==> src/rtl/core/dmwbc_pkg.sv <==
`default_nettype none

package dmwbc_pkg;

    // default geometry
    localparam int unsigned CACHE_LINES_DEF  = 32;
    localparam int unsigned MEMORY_WORDS_DEF = 65536;

    // field widths
    localparam int unsigned DATA_W = 16;
    localparam int unsigned AIN_W  = 16;
    localparam int unsigned CNT_W  = 32;
    localparam int unsigned OP_W   = 2;

    // operation codes
    localparam logic [OP_W-1:0] OP_READ    = 2'd0;
    localparam logic [OP_W-1:0] OP_WRITE   = 2'd1;
    localparam logic [OP_W-1:0] OP_PRELOAD = 2'd2;

    // controller states
    typedef enum logic [2:0] {
        ST_CLEAR,
        ST_IDLE,
        ST_ADDR,
        ST_IDXMUL,
        ST_IDX,
        ST_LOOK,
        ST_DONE
    } t_state;

    // controller to datapath
    typedef struct packed {
        logic clear;
        logic load;
        logic addr_sub;
        logic idx_mul;
        logic idx_sub;
        logic lookup;
        logic commit;
    } t_cmd;

    // datapath to controller
    typedef struct packed {
        logic clear_last;
        logic out_free;
    } t_status;

endpackage

`default_nettype wire

==> src/rtl/core/dmwbc_ctrl.sv <==
`default_nettype none

module dmwbc_ctrl
    import dmwbc_pkg::*;
(
    input  wire      i_clk,
    input  wire      i_rst_n,
    input  wire      i_in_valid,
    output logic     o_in_ready,
    input  t_status  i_status,
    output t_cmd     o_cmd
);

    t_state r_state;
    t_state n_state;

    // state register
    always_ff @(posedge i_clk) begin
        if (!i_rst_n) begin
            r_state <= ST_CLEAR;
        end else begin
            r_state <= n_state;
        end
    end

    // next state
    always_comb begin
        n_state = r_state;
        case (r_state)
            ST_CLEAR: begin
                if (i_status.clear_last) n_state = ST_IDLE;
            end
            ST_IDLE: begin
                if (i_in_valid) n_state = ST_ADDR;
            end
            ST_ADDR:   n_state = ST_IDXMUL;
            ST_IDXMUL: n_state = ST_IDX;
            ST_IDX:    n_state = ST_LOOK;
            ST_LOOK:   n_state = ST_DONE;
            ST_DONE: begin
                if (i_status.out_free) n_state = ST_IDLE;
            end
            default:   n_state = ST_CLEAR;
        endcase
    end

    // commands
    always_comb begin
        o_cmd      = '0;
        o_in_ready = 1'b0;
        case (r_state)
            ST_CLEAR:  o_cmd.clear = 1'b1;
            ST_IDLE: begin
                o_in_ready = 1'b1;
                o_cmd.load = i_in_valid;
            end
            ST_ADDR:   o_cmd.addr_sub = 1'b1;
            ST_IDXMUL: o_cmd.idx_mul  = 1'b1;
            ST_IDX:    o_cmd.idx_sub  = 1'b1;
            ST_LOOK:   o_cmd.lookup   = 1'b1;
            ST_DONE:   o_cmd.commit   = i_status.out_free;
            default:   o_cmd = '0;
        endcase
    end

endmodule

`default_nettype wire

==> config.mk <==
export PLATFORM = sky130hd
export DESIGN_NAME = dmwbc_ctrl
export DESIGN_NICKNAME = d
export VERILOG_FILES = /design/src/rtl/core/dmwbc_pkg.sv /design/src/rtl/core/dmwbc_ctrl.sv
export SDC_FILE = /design/constraint.sdc
export NUM_CORES = 1
export LEC_CHECK = 0
export BUFFER_PORTS_ARGS = -buffer_cell sky130_fd_sc_hd__buf_2
export CAP_MARGIN = 20
export CELL_PAD_IN_SITES_DETAIL_PLACEMENT = 1
export CELL_PAD_IN_SITES_GLOBAL_PLACEMENT = 2
export CORE_AREA = 2 2 39 41
export DETAILED_ROUTE_END_ITERATION = 16
export DIE_AREA = 0 0 41 43
export PLACE_DENSITY_LB_ADDON = 0.1
export SLEW_MARGIN = 20
export SYNTH_ARGS = -nofsm -noshare
export SYNTH_HDL_FRONTEND = slang
export SYNTH_SLANG_ARGS = --single-unit
==> constraint.sdc <==
create_clock -name i_clk -period 2.55 [get_ports i_clk]
set_clock_uncertainty 0.15 [all_clocks]
set_input_delay 0.1275 -clock i_clk [delete_from_list [all_inputs] [get_ports i_clk]]
set_output_delay 0.1275 -clock i_clk [all_outputs]
set_load 0.02 [all_outputs]
Yosys cells after proc, flatten, opt, wreduce, memory -nomap -nowiden:

Cells that the tools add are included.

* eq/ne operators: 9
* muxes and demuxes: 12
* reductions and logical operators: 2

Operators with widths (number)
* $pmux 3 s7: 1
* $eq 3x3->1 const B: 3
* $mux 3: 3
* $mux 1: 8
* $eq 3x2->1 const B: 2
* $ne 2x2->1 const B: 3
* $eq 3x1->1 const B: 1
* $logic_not 3->1: 1
* $reduce_and 3->1: 1

* register bits after elaboration: 3
* output and inout bits: 8

Depth between registers and ports, before layout:

Gate-level depths: netlist of run 1.

* depth after elaboration: 3
* depth in mapped cells: 4
* depth with buffers taken out: 3

Least setup slack after synthesis of run 1:

No wires, ideal clock.

* kind: reg2out
* from: register r_state[2]
* to: output port o_cmd[5] (netlist bit)
* arrival time: 1.099 ns
* setup slack: 1.173 ns
* stages on the path, launching flop included: 4
* buffers on the path: 1
* cell sequence: dfxtp_1 buf_4 nor3b_2 and2_1

RTL lines
* from (decl): RTL line dmwbc_ctrl.sv:14 `t_state r_state;`
* from (signal assigned): RTL line dmwbc_ctrl.sv:22 `r_state <= n_state;`
* to (decl): RTL line dmwbc_ctrl.sv:11 `output t_cmd o_cmd`

==> summary.txt, run 1 <==
Outcome
  – Status: finished, final reports clean

Synth
  – Seq/Total Area, Yosys: a little over a quarter
  – Post-Synth Adder-Cell Area: 0%
  – Post-Synthesis Cell Area: approximately 220 µm²
  – Distinct cells, synth: 17
  – Largest family of logic cells by synthesized area: simple AND/OR/NAND/NOR gates
  – Yosys warns: 0
  – Post-synthesis mux area share: 0%
  – Synthesized area per cell: 8.16 µm²
  – #FFs+latches synth: 3
  – Syn Nets: 32
  – Cells after synthesis: 27
  – XOR/XNOR Fraction of Synth Area: 0%
  – Post-synthesis simple-gate area fraction: around half
  – Post-synthesis compound-gate area fraction: 14.8%

Floorplan
  – Initial Utilization: 15.9%
  – Die Footprint: 0.00176 mm²
  – Die width: 41 µm
  – Chip height: 43 µm
  – Core Area: 0.00138 mm²
  – Top Ports: 13
  – Site row count: 14

Global route
  – Pin count of the biggest net entering global routing: 12
  – First-pass GRT wire length: around 1 mm
  – Vias in the first global route: ~230
  – Initial antenna violation count: 0
  – Total congestion overflow: 0
  – GRT Resource Usage Total: 8.73%

Timing
  – Endpoints failing setup: 0
  – Setup ws final: 1050 ps
  – RSZ-0062 raised after global routing: false
  – Headroom to the max-slew limit: 75.6%
  – Tcrit/Tclk final: 58.9%
  – Final Hold Fails: 0
  – Total negative slack: 0 ps
  – Worst Max-Slew Pin Slew: 365 ps
  – Pins Over Slew Limit: 0
  – Max Freq: 666 MHz
  – Period minus WS final: 1500 ps

CTS
  – CTS tree: built
  – CTS Buffer Depth: 2
  – Post-cts resize count: 0
  – CTS Root Cell: clkbuf_4
  – Clock-pin slew on the worst setup and hold paths: 40 ps
  – Total CTS buffers: 3
  – Worst skew pair latency: about 230 ps
  – Clk sink count: 3
  – Setup Fix Bufs, Post-CTS: 0
  – CTS H-Tree Depth: 1
  – Cts hold-fix bufs: 1

Routing
  – Pre-antenna DRT Iters: 2
  – Initial drt markers: 2
  – Final ANT Viol Nets: 0
  – DR WL/cell: 10.7 µm
  – Routed WL: 623 µm
  – DR DRC count: 0
  – DR vias/cell: just over 4
  – Vias post-DR: 237

Finish
  – Non-filler cells, final: between 50 and 60
  – ANT cells: 0
  – Most frequent cells in the layout: buf_2 (12), nor2_1 (4), o21ai_0 (3), clkbuf_4 (3), dfxtp_1 (3)
  – Final #Nets: 48
  – Max reg flops: 3
  – Biggest regs: r_state (3)
  – Design area: ~320 µm²
  – Area growth, synth to finish: 44.3%
  – Reg with most FFs: r_state
  – Commonest non-fill, non-tap cell in the layout: buf_2
  – Fraction of layout cells with a size suffix above 1: 42.9%

Worst hold path
  – Hold_sp: i_status[1]
  – WHS Endpoint: r_state[0]$_SDFFE_PN0P_
  – Hold depth: 3
  – Worst min path class: primary input to flop

Setup path
  – Crit path max fanout: 9
  – Crit path from: r_state[0]$_SDFFE_PN0P_
  – R2R setup slack: 1310 ps
  – Critical Path Sink Type: primary output
  – Reg-to-reg startpoint: r_state[2]$_SDFFE_PN0P_
  – CP arrival: 1220 ps
  – Critical path required time: 2270 ps
  – Worst R2R End: r_state[0]$_SDFFE_PN0P_
  – Kind of critical path: flop to primary output
  – R2R cell count: 3
  – Critical path launch point type: flop

Place
  – Cell count after placement: 53
  – Placed Area: 282 µm²
  – Port Buf Inserts: 12
  – GPL Wtd Cong: 0.652
  – Hpwl dp: 452 µm
  – Setup WS pre-CTS: 1280 ps

Run
  – Max-cap violation count: 0

Power and ir drop
  – Total power: 186 µW
  – Worst vdd ir: 0.291 mV
  – PwrDens: 586 mW/mm²
  – Leak pwr: 0.000150 µW
-- report_power, final --
part / switching, µW / total, µW / leakage (µW) / internal [µW]
logic: 22.9 / 41.7 / 0.000111 / 18.8
registers: 8.86 / 59.8 / 0.0000246 / 50.9
clock network: 26.1 / 84.8 / 0.0000150 / 58.7
-- how the worst max path moves through the flow --
| stage | slack (ps) | endpoint |
|---|---|---|
| 6_report | 1050 | o_cmd[5] |
| 5_1_grt | 930 | o_cmd[5] |
| 4_1_cts | 1030 | o_cmd[5] |
| 3_5_place_dp | 1280 | o_cmd[5] |
| 3_3_place_gp | 1320 | o_cmd[5] |
| 2_1_floorplan | 1170 | o_cmd[5] |
-- critical path, cell delays in order, from the launching register on --
cell and delay (ps):
dfxtp_1 460, nor3b_2 240, and2_1 140, buf_2 150
-- cells by family (layout without fill, tap and decap cells) --
| family | count (synthesis) | in the layout |
|---|---|---|
| AND/OR/NAND/NOR | 16 | 16 |
| AO/OA/AOI/OAI | 6 | 6 |
| buffers and inverters | 2 | 17 |
| flip-flops | 3 | 3 |
-- Yosys cell counts, drive strengths merged --
library cell  count  area, µm²
nor2              4       15.0
dfxtp             3       60.1
o21ai             3       15.0
a21oi             2       10.0
buf               2       18.8
nand2             2       7.51
nand2b            2       12.5
nor2b             2       20.0
nor3b             2       20.0
and2              1       6.26
and3b             1       8.76
and4              1       8.76
nor3              1       10.0
o21a              1       7.51
-- metal layers --
layer / vias to the layer above / part of all wire (%) / wire length [µm] / GRT usage (%)
met5: - / 0 / 0 / 0
met1: 108 / 45 / 283 / 11.9
met2: 9 / 46 / 287 / 10.0
met4: 0 / 0 / 0 / 4.00
li1: 120 / - / - / -
met3: 0 / 8.5 / 53 / 6.28
-- metrics by stage --
step                      hold slack [ps]  utilization (%)
after floorplan                      95.0                -
after global placement                214             20.3
after detailed placement              214             20.3
after CTS                             112             23.0
after global routing                  130             23.0
final                                 110             23.0
-- area by class of cell --
| class | instances | area [µm²] |
|---|---|---|
| fill | 170 | 1070 |
| multi-input combinational | 22 | 141 |
| timing repair buffer | 13 | 70.1 |
| sequential | 3 | 60.1 |
| clock buffer | 4 | 26.3 |
| tap | 16 | 20.0 |
Power figures use the tool's default switching activity.
==> inputs of run 2 (changes only) <==
--- a/config.mk
+++ b/config.mk
@@ -5,13 +5,13 @@
 export SDC_FILE = /design/constraint.sdc
 export NUM_CORES = 1
 export LEC_CHECK = 0
+export ABC_AREA = 1
 export BUFFER_PORTS_ARGS = -buffer_cell sky130_fd_sc_hd__buf_2
 export CAP_MARGIN = 20
 export CELL_PAD_IN_SITES_DETAIL_PLACEMENT = 1
 export CELL_PAD_IN_SITES_GLOBAL_PLACEMENT = 2
-export CORE_AREA = 2 2 39 41
+export CORE_UTILIZATION = 17
 export DETAILED_ROUTE_END_ITERATION = 16
-export DIE_AREA = 0 0 41 43
 export PLACE_DENSITY_LB_ADDON = 0.1
 export SLEW_MARGIN = 20
 export SYNTH_ARGS = -nofsm -noshare
==> constraint.sdc (replaced) <==
create_clock -name i_clk -period 1.4 [get_ports i_clk]
set_clock_uncertainty 0.15 [all_clocks]
set_input_delay 0.07 -clock i_clk [delete_from_list [all_inputs] [get_ports i_clk]]
set_output_delay 0.07 -clock i_clk [all_outputs]
set_load 0.02 [all_outputs]
==> run 2 against run 1 <==
Compared with the run above:
- critical path depth is 1 higher
- sequential power rose by 130%
- total power grew to 2.7 times the previous value
- critical path type unchanged
- critical endpoint is now o_in_ready
- largest cell class unchanged
- highest routed layer unchanged
==> summary.txt, run 2 <==
Finish
  – Area of the multi-input gates: 141 µm²
  – Fraction of layout cells with a size suffix above 1: 50.9%
  – Reg with most FFs: r_state
  – ANT cells: 0
  – FF+latch area: 66.3 µm²
  – Final #Nets: 59
  – Commonest non-fill, non-tap cell in the layout: buf_2
  – Non-filler cells, final: 67
  – Area growth, synth to finish: 58.5%
  – Most frequent cells in the layout: buf_2 (9), inv_1 (7), nand3_1 (5), nand2_1 (5), nor2_1 (5)
  – Max reg flops: 3
  – Fillers: 159
  – Biggest regs: r_state (3)

Timing
  – Final Hold Fails: 0
  – Pins Over Slew Limit: 0
  – Max Freq: approximately 760 MHz
  – RSZ-0062 raised after global routing: false
  – Tcrit/Tclk final: 93.7%
  – Final hold slack: between 40 and 50 ps
  – Setup ws final: 88.8 ps
  – Endpoints failing setup: 0
  – Worst Max-Slew Pin Slew: 183 ps
  – Total negative slack: 0 ps
  – Headroom to the max-slew limit: 87.7%
  – Period minus WS final: 1310 ps

Synth
  – Ys async rst share: 0%
  – Synth area leaders: dfxtp_1 (26%), inv_1 (11%), nand3_1 (11%)
  – Syn Nets: 42
  – Seq/Total Area, Yosys: 26.2%
  – Post-Synthesis Cell Area: 229 µm²
  – #FFs+latches synth: 3
  – Post-synth EDFFs: 0
  – Most common cell in the synthesized netlist: inv_1
  – Area leader, netlist: dfxtp_1
  – Yosys warns: 0
  – Synth cell count leaders: inv_1 (7), nand2_1 (5), nand3_1 (5), nor2_1 (5), dfxtp_1 (3)
  – Ys flop type: dfxtp_1
  – Distinct cells, synth: 13
  – Synthesized area per cell: 6.19 µm²
  – Cells after synthesis: 37
  – Top cell type's share of synthesized area: 26.2%

Routing
  – Initial drt markers: 3
  – DR WL/cell: 9.48 µm
  – DR DRC count: 0
  – Pre-antenna DRT Iters: 2
  – DR vias/cell: 4.25
  – Vias post-DR: 285
  – Routed WL: 635 µm
  – Final ANT Viol Nets: 0

CTS
  – CTS Root Cell: clkbuf_4
  – Worst skew pair latency: 230 ps
  – Setup Fix Bufs, Post-CTS: 0
  – Clk sink count: 3
  – Total CTS buffers: 3
  – CTS tree: built
  – CTS Buffer Depth: 2
  – CTS H-Tree Depth: 1
  – Clock-pin slew on the worst setup and hold paths: 40 ps

Setup path
  – Crit path cell chain: inv_1 -> nand2_1 -> nor2_1 -> buf_4
  – R2R cell count: 5
  – Slowest stage cell, crit path: dfxtp_2
  – R2R setup slack: 300 ps
  – CP arrival: 1090 ps
  – Critical Path Sink Type: primary output
  – Critical path required time: 1180 ps
  – Kind of critical path: flop to primary output
  – Worst setup endpoint: o_in_ready
  – Crit path max fanout: 6
  – Bufs and invs on worst path: 2
  – Max incr delay on CP: about 340 ps
  – Worst path depth: 4
  – CP top delay family: flip-flops
  – Worst R2R End: r_state[1]$_SDFFE_PN0P_
  – Crit path from: r_state[1]$_SDFFE_PN0P_
  – Critical path launch point type: flop
  – Reg-to-reg startpoint: r_state[1]$_SDFFE_PN0P_

Floorplan
  – Core Area: about 0.0012 mm²
  – Site row count: 12
  – Top Ports: 13
  – Die width: roughly 39 µm
  – Initial Utilization: 19.6%
  – Chip height: 38.7 µm
  – Die Footprint: ~0.0015 mm²

Run
  – Max-cap violation count: 0

Global route
  – First-pass GRT wire length: 1.12 mm
  – Pin count of the biggest net entering global routing: 9
  – Initial antenna violation count: 0
  – Total congestion overflow: 0
  – Vias in the first global route: 289
  – GRT Resource Usage Total: 10.6%

Power and ir drop
  – Worst vdd ir: about 0.57 mV
  – Leak pwr: 0.000220 µW
  – PwrDens: around 1400 mW/mm²

Place
  – Setup WS pre-CTS: 178 ps
  – Cell count after placement: 62
  – GPL Wtd Cong: 0.696
  – Hpwl dp: 528 µm
  – Port Buf Inserts: 12

Outcome
  – Status: finished, final reports clean

Worst hold path
  – Worst min path class: primary input to flop
run 2: cell types whose count changed in the layout (fill, tap and decap cells not counted), moves of 3 or more:
cell / delta
inv_1: +7
buf_4: +3
buf_2: -3
o21ai_0: -3
dfxtp_1: -3
nand2_1: +3
nand3_1: +5
run 2: worst min path at each step:
stage,start,endpoint,slack (ps),depth (start not counted)
after floorplan,i_rst_n,r_state[2]$_SDFFE_PN0P_,30,2
after global placement,i_rst_n,r_state[2]$_SDFFE_PN0P_,170,3
after detailed placement,i_rst_n,r_state[2]$_SDFFE_PN0P_,180,3
after CTS,i_status[0],r_state[2]$_SDFFE_PN0P_,40,4
after global routing,i_status[0],r_state[2]$_SDFFE_PN0P_,80,4
final,i_status[0],r_state[2]$_SDFFE_PN0P_,40,4
run 2: final cells by class:
| type | count | area share (%) |
|---|---|---|
| clock buffer | 4 | 7.24 |
| inverter | 9 | 9.31 |
| multi-input combinational | 24 | 39.0 |
| sequential | 3 | 18.3 |
| tap | 14 | 4.83 |
| timing repair buffer | 13 | 21.4 |
run 2: tightest hold or removal path: stages:
cell	delay, ps
buf_2	70
inv_1	50
nand4_2	110
a31oi_1	70
run 2: cells by family after synthesis:
kind of cell / after synthesis / share of synthesized area (%)
AO/OA/AOI/OAI: 1 / 2.73
buffers and inverters: 10 / 16.9
flip-flops: 3 / 26.2
AND/OR/NAND/NOR: 23 / 54.1
run 2: layer usage:
| layer | part of all wire, % | wire length (µm) | global-route usage, % |
|---|---|---|---|
| met4 | 0 | 0 | 7.76 |
| met5 | 0 | 0 | 0 |
| met3 | 6.3 | 40 | 0.578 |
| met2 | 48 | 302 | 18.3 |
| met1 | 46 | 293 | 12.0 |
run 2: per-stage QoR:
step / util [%] / area, µm² / total power [µW]
after floorplan: - / 235 / 281
after global placement: 26.3 / 308 / 336
after detailed placement: 26.3 / 308 / 338
after CTS: 29.7 / 348 / 502
after global routing: 31.0 / 363 / 538
final: 31.0 / 363 / 496
run 2: power breakdown:
group	switching, µW	internal (µW)	total [µW]
Sequential	34.0	105	139
Combinational	130	78.3	208
Clock	41.5	107	148
Total	205	290	496
run 2: repair_timing:
| item | in CTS | in global routing |
|---|---|---|
| pin swaps | 0 | 1 |
| endpoints found under the setup margin | 3 | 2 |
| hold endpoints to repair | 3 | 0 |
| hold buffers | 1 | 0 |
| gates resized for setup | 3 | 5 |
==> inputs of run 3 (changes only) <==
==> constraint.sdc (replaced) <==
create_clock -name i_clk -period 1.3 [get_ports i_clk]
set_clock_uncertainty 0.15 [all_clocks]
set_input_delay 0.065 -clock i_clk [delete_from_list [all_inputs] [get_ports i_clk]]
set_output_delay 0.065 -clock i_clk [all_outputs]
set_load 0.02 [all_outputs]
==> run 3 against run 2 <==
Compared with the run above:
- final cell count up 6.0%
- sequential share of layout area decreased by 0.57 points
- final area is 11% higher
- global-route usage grew 0.94 points
- highest routed layer is now met4
- via count increased by 7.0%
- total power grew 18%
- critical path depth fell by 1
==> summary.txt, run 3 (synthesis gave the netlist of run 2 again) <==
CTS
  – Clk sink count: 3
  – CTS tree: built
  – Clock-pin slew on the worst setup and hold paths: 40 ps
  – CTS Root Cell: clkbuf_4
  – Total CTS buffers: 3
  – Worst skew pair latency: approximately 230 ps
  – CTS H-Tree Depth: 1
  – CTS Buffer Depth: 2

Finish
  – Design area: ~400 µm²
  – Reg with most FFs: r_state
  – Biggest regs: r_state (3)
  – Fraction of layout cells with a size suffix above 1: 59.6%
  – Commonest non-fill, non-tap cell in the layout: buf_2
  – Area growth, synth to finish: 76.0%
  – Max reg flops: 3
  – Most frequent cells in the layout: buf_2 (11), inv_1 (6), nand3_1 (5), nor2_1 (5), buf_4 (5)
  – Non-filler cells, final: 71
  – ANT cells: 0
  – Final #Nets: 63

Timing
  – Worst Max-Slew Pin Slew: 170 ps
  – Tcrit/Tclk final: 96.6%
  – Headroom to the max-slew limit: 88.6%
  – Total negative slack: 0 ps
  – Pins Over Slew Limit: 0
  – Endpoints failing setup: 0
  – Max Freq: 796 MHz
  – Setup ws final: roughly 44 ps
  – Period minus WS final: about 1300 ps
  – Final Hold Fails: 0

Setup path
  – Crit path max fanout: 3
  – Worst path depth: 3
  – R2R cell count: 6
  – CP top delay family: flip-flops
  – Slowest stage cell, crit path: dfxtp_4
  – Critical path launch point type: flop
  – Kind of critical path: flop to primary output
  – CP arrival: 1040 ps
  – Max incr delay on CP: 340 ps
  – Critical path required time: about 1100 ps
  – Crit path cell chain: buf_4 -> nor3_2 -> buf_2
  – Critical Path Sink Type: primary output
  – Bufs and invs on worst path: 2

Place
  – Placed Area: 315 µm²
  – Cell count after placement: 63
  – Setup WS pre-CTS: 112 ps
  – Hpwl dp: 521 µm
  – Port Buf Inserts: 12
  – GPL Wtd Cong: 0.669

Power and ir drop
  – Clk network pwr share: 27.1%
  – Sw Share: 40.7%
  – PwrDens: 1450 mW/mm²
  – Combinational share of power: a little under half
  – Internal power: 346 µW
  – Worst vdd ir: 0.675 mV
  – P_sw: between 200 and 250 µW
  – Sequential Power Share: 25.1%
  – Leak pwr: about 0.00024 µW

Floorplan
  – Core Area: 0.00117 mm²
  – Chip height: around 39 µm
  – Site row count: 12
  – Die Footprint: 0.00150 mm²
  – Die width: 38.7 µm
  – Initial Utilization: 19.6%
  – Top Ports: 13

Worst hold path
  – Hold depth: 4
  – Worst min path class: primary input to flop

Routing
  – Initial drt markers: 1
  – DR DRC count: 0
  – Pre-antenna DRT Iters: 2
  – Vias post-DR: ~310
  – Routed WL: about 720 µm
  – DR vias/cell: between 4 and 5
  – DR WL/cell: 10.1 µm
  – Final ANT Viol Nets: 0

Global route
  – First-pass GRT wire length: 1.14 mm
  – Pin count of the biggest net entering global routing: 8
  – Total congestion overflow: 0
  – Vias in the first global route: between 200 and 300
  – Initial antenna violation count: 0
  – GRT Resource Usage Total: 11.5%

Run
  – Max-cap violation count: 0

Outcome
  – Status: finished, final reports clean
[run 3: tightest hold or removal path: cells and delay by family]
kind | cells | cell delay [ps]
AOI/OAI and AO/OA | 1 | 80
and+or+nand+nor | 1 | 120
buffers and inverters | 2 | 120
[run 3: final cells by class]
class / instances / area (µm²)
multi-input combinational: 24 / 149
inverter: 9 / 36.3
fill: 164 / 768
clock buffer: 4 / 26.3
timing repair buffer: 17 / 103
sequential: 3 / 71.3
tap: 14 / 17.5
[run 3: path summary, 6_finish.rpt]
| path | to | slack (ps) | start |
|---|---|---|---|
| worst min-delay path | r_state[2]$_SDFFE_PN0P_ | 40 | i_status[0] |
| worst max register to register | r_state[1]$_SDFFE_PN0P_ | 100 | r_state[1]$_SDFFE_PN0P_ |
| worst min register to register | r_state[2]$_SDFFE_PN0P_ | 420 | r_state[2]$_SDFFE_PN0P_ |
| worst max-delay path | o_cmd[6] | 40 | r_state[1]$_SDFFE_PN0P_ |
[run 3: what timing repair did]
action,4_1_cts,5_1_grt
hold endpoints to repair,3,0
pin swaps,0,0
resized for setup,8,4
buffers inserted,2,1
hold buffers,1,0
endpoints found under the setup margin,7,5
[run 3: power by group through the flow]
stage / combinational (µW) / sequential, µW / clock [µW]
6_report: 279 / 146 / 158
2_1_floorplan: 174 / 128 / 0
3_3_place_gp: 226 / 144 / 0
4_1_cts: 267 / 142 / 167
3_5_place_dp: 228 / 144 / 0
5_1_grt: 309 / 149 / 175
[run 3: layer usage]
metal  part of all wire [%]  GRT usage (%)  vias to the layer above
met5                      0              0                        -
met4                   0.84           7.76                        0
met3                    6.6           3.47                        2
met2                     53           19.6                        9
met1                     39           11.9                      138
li1                       -              -                      156
[run 3: per-stage QoR]
step	util, %	total power (µW)	hold WS (ps)
after floorplan	-	302	24.3
after global placement	26.9	371	161
after detailed placement	26.9	372	173
after CTS	32.9	576	42.8
after global routing	34.4	633	74.6
final	34.4	583	44.5
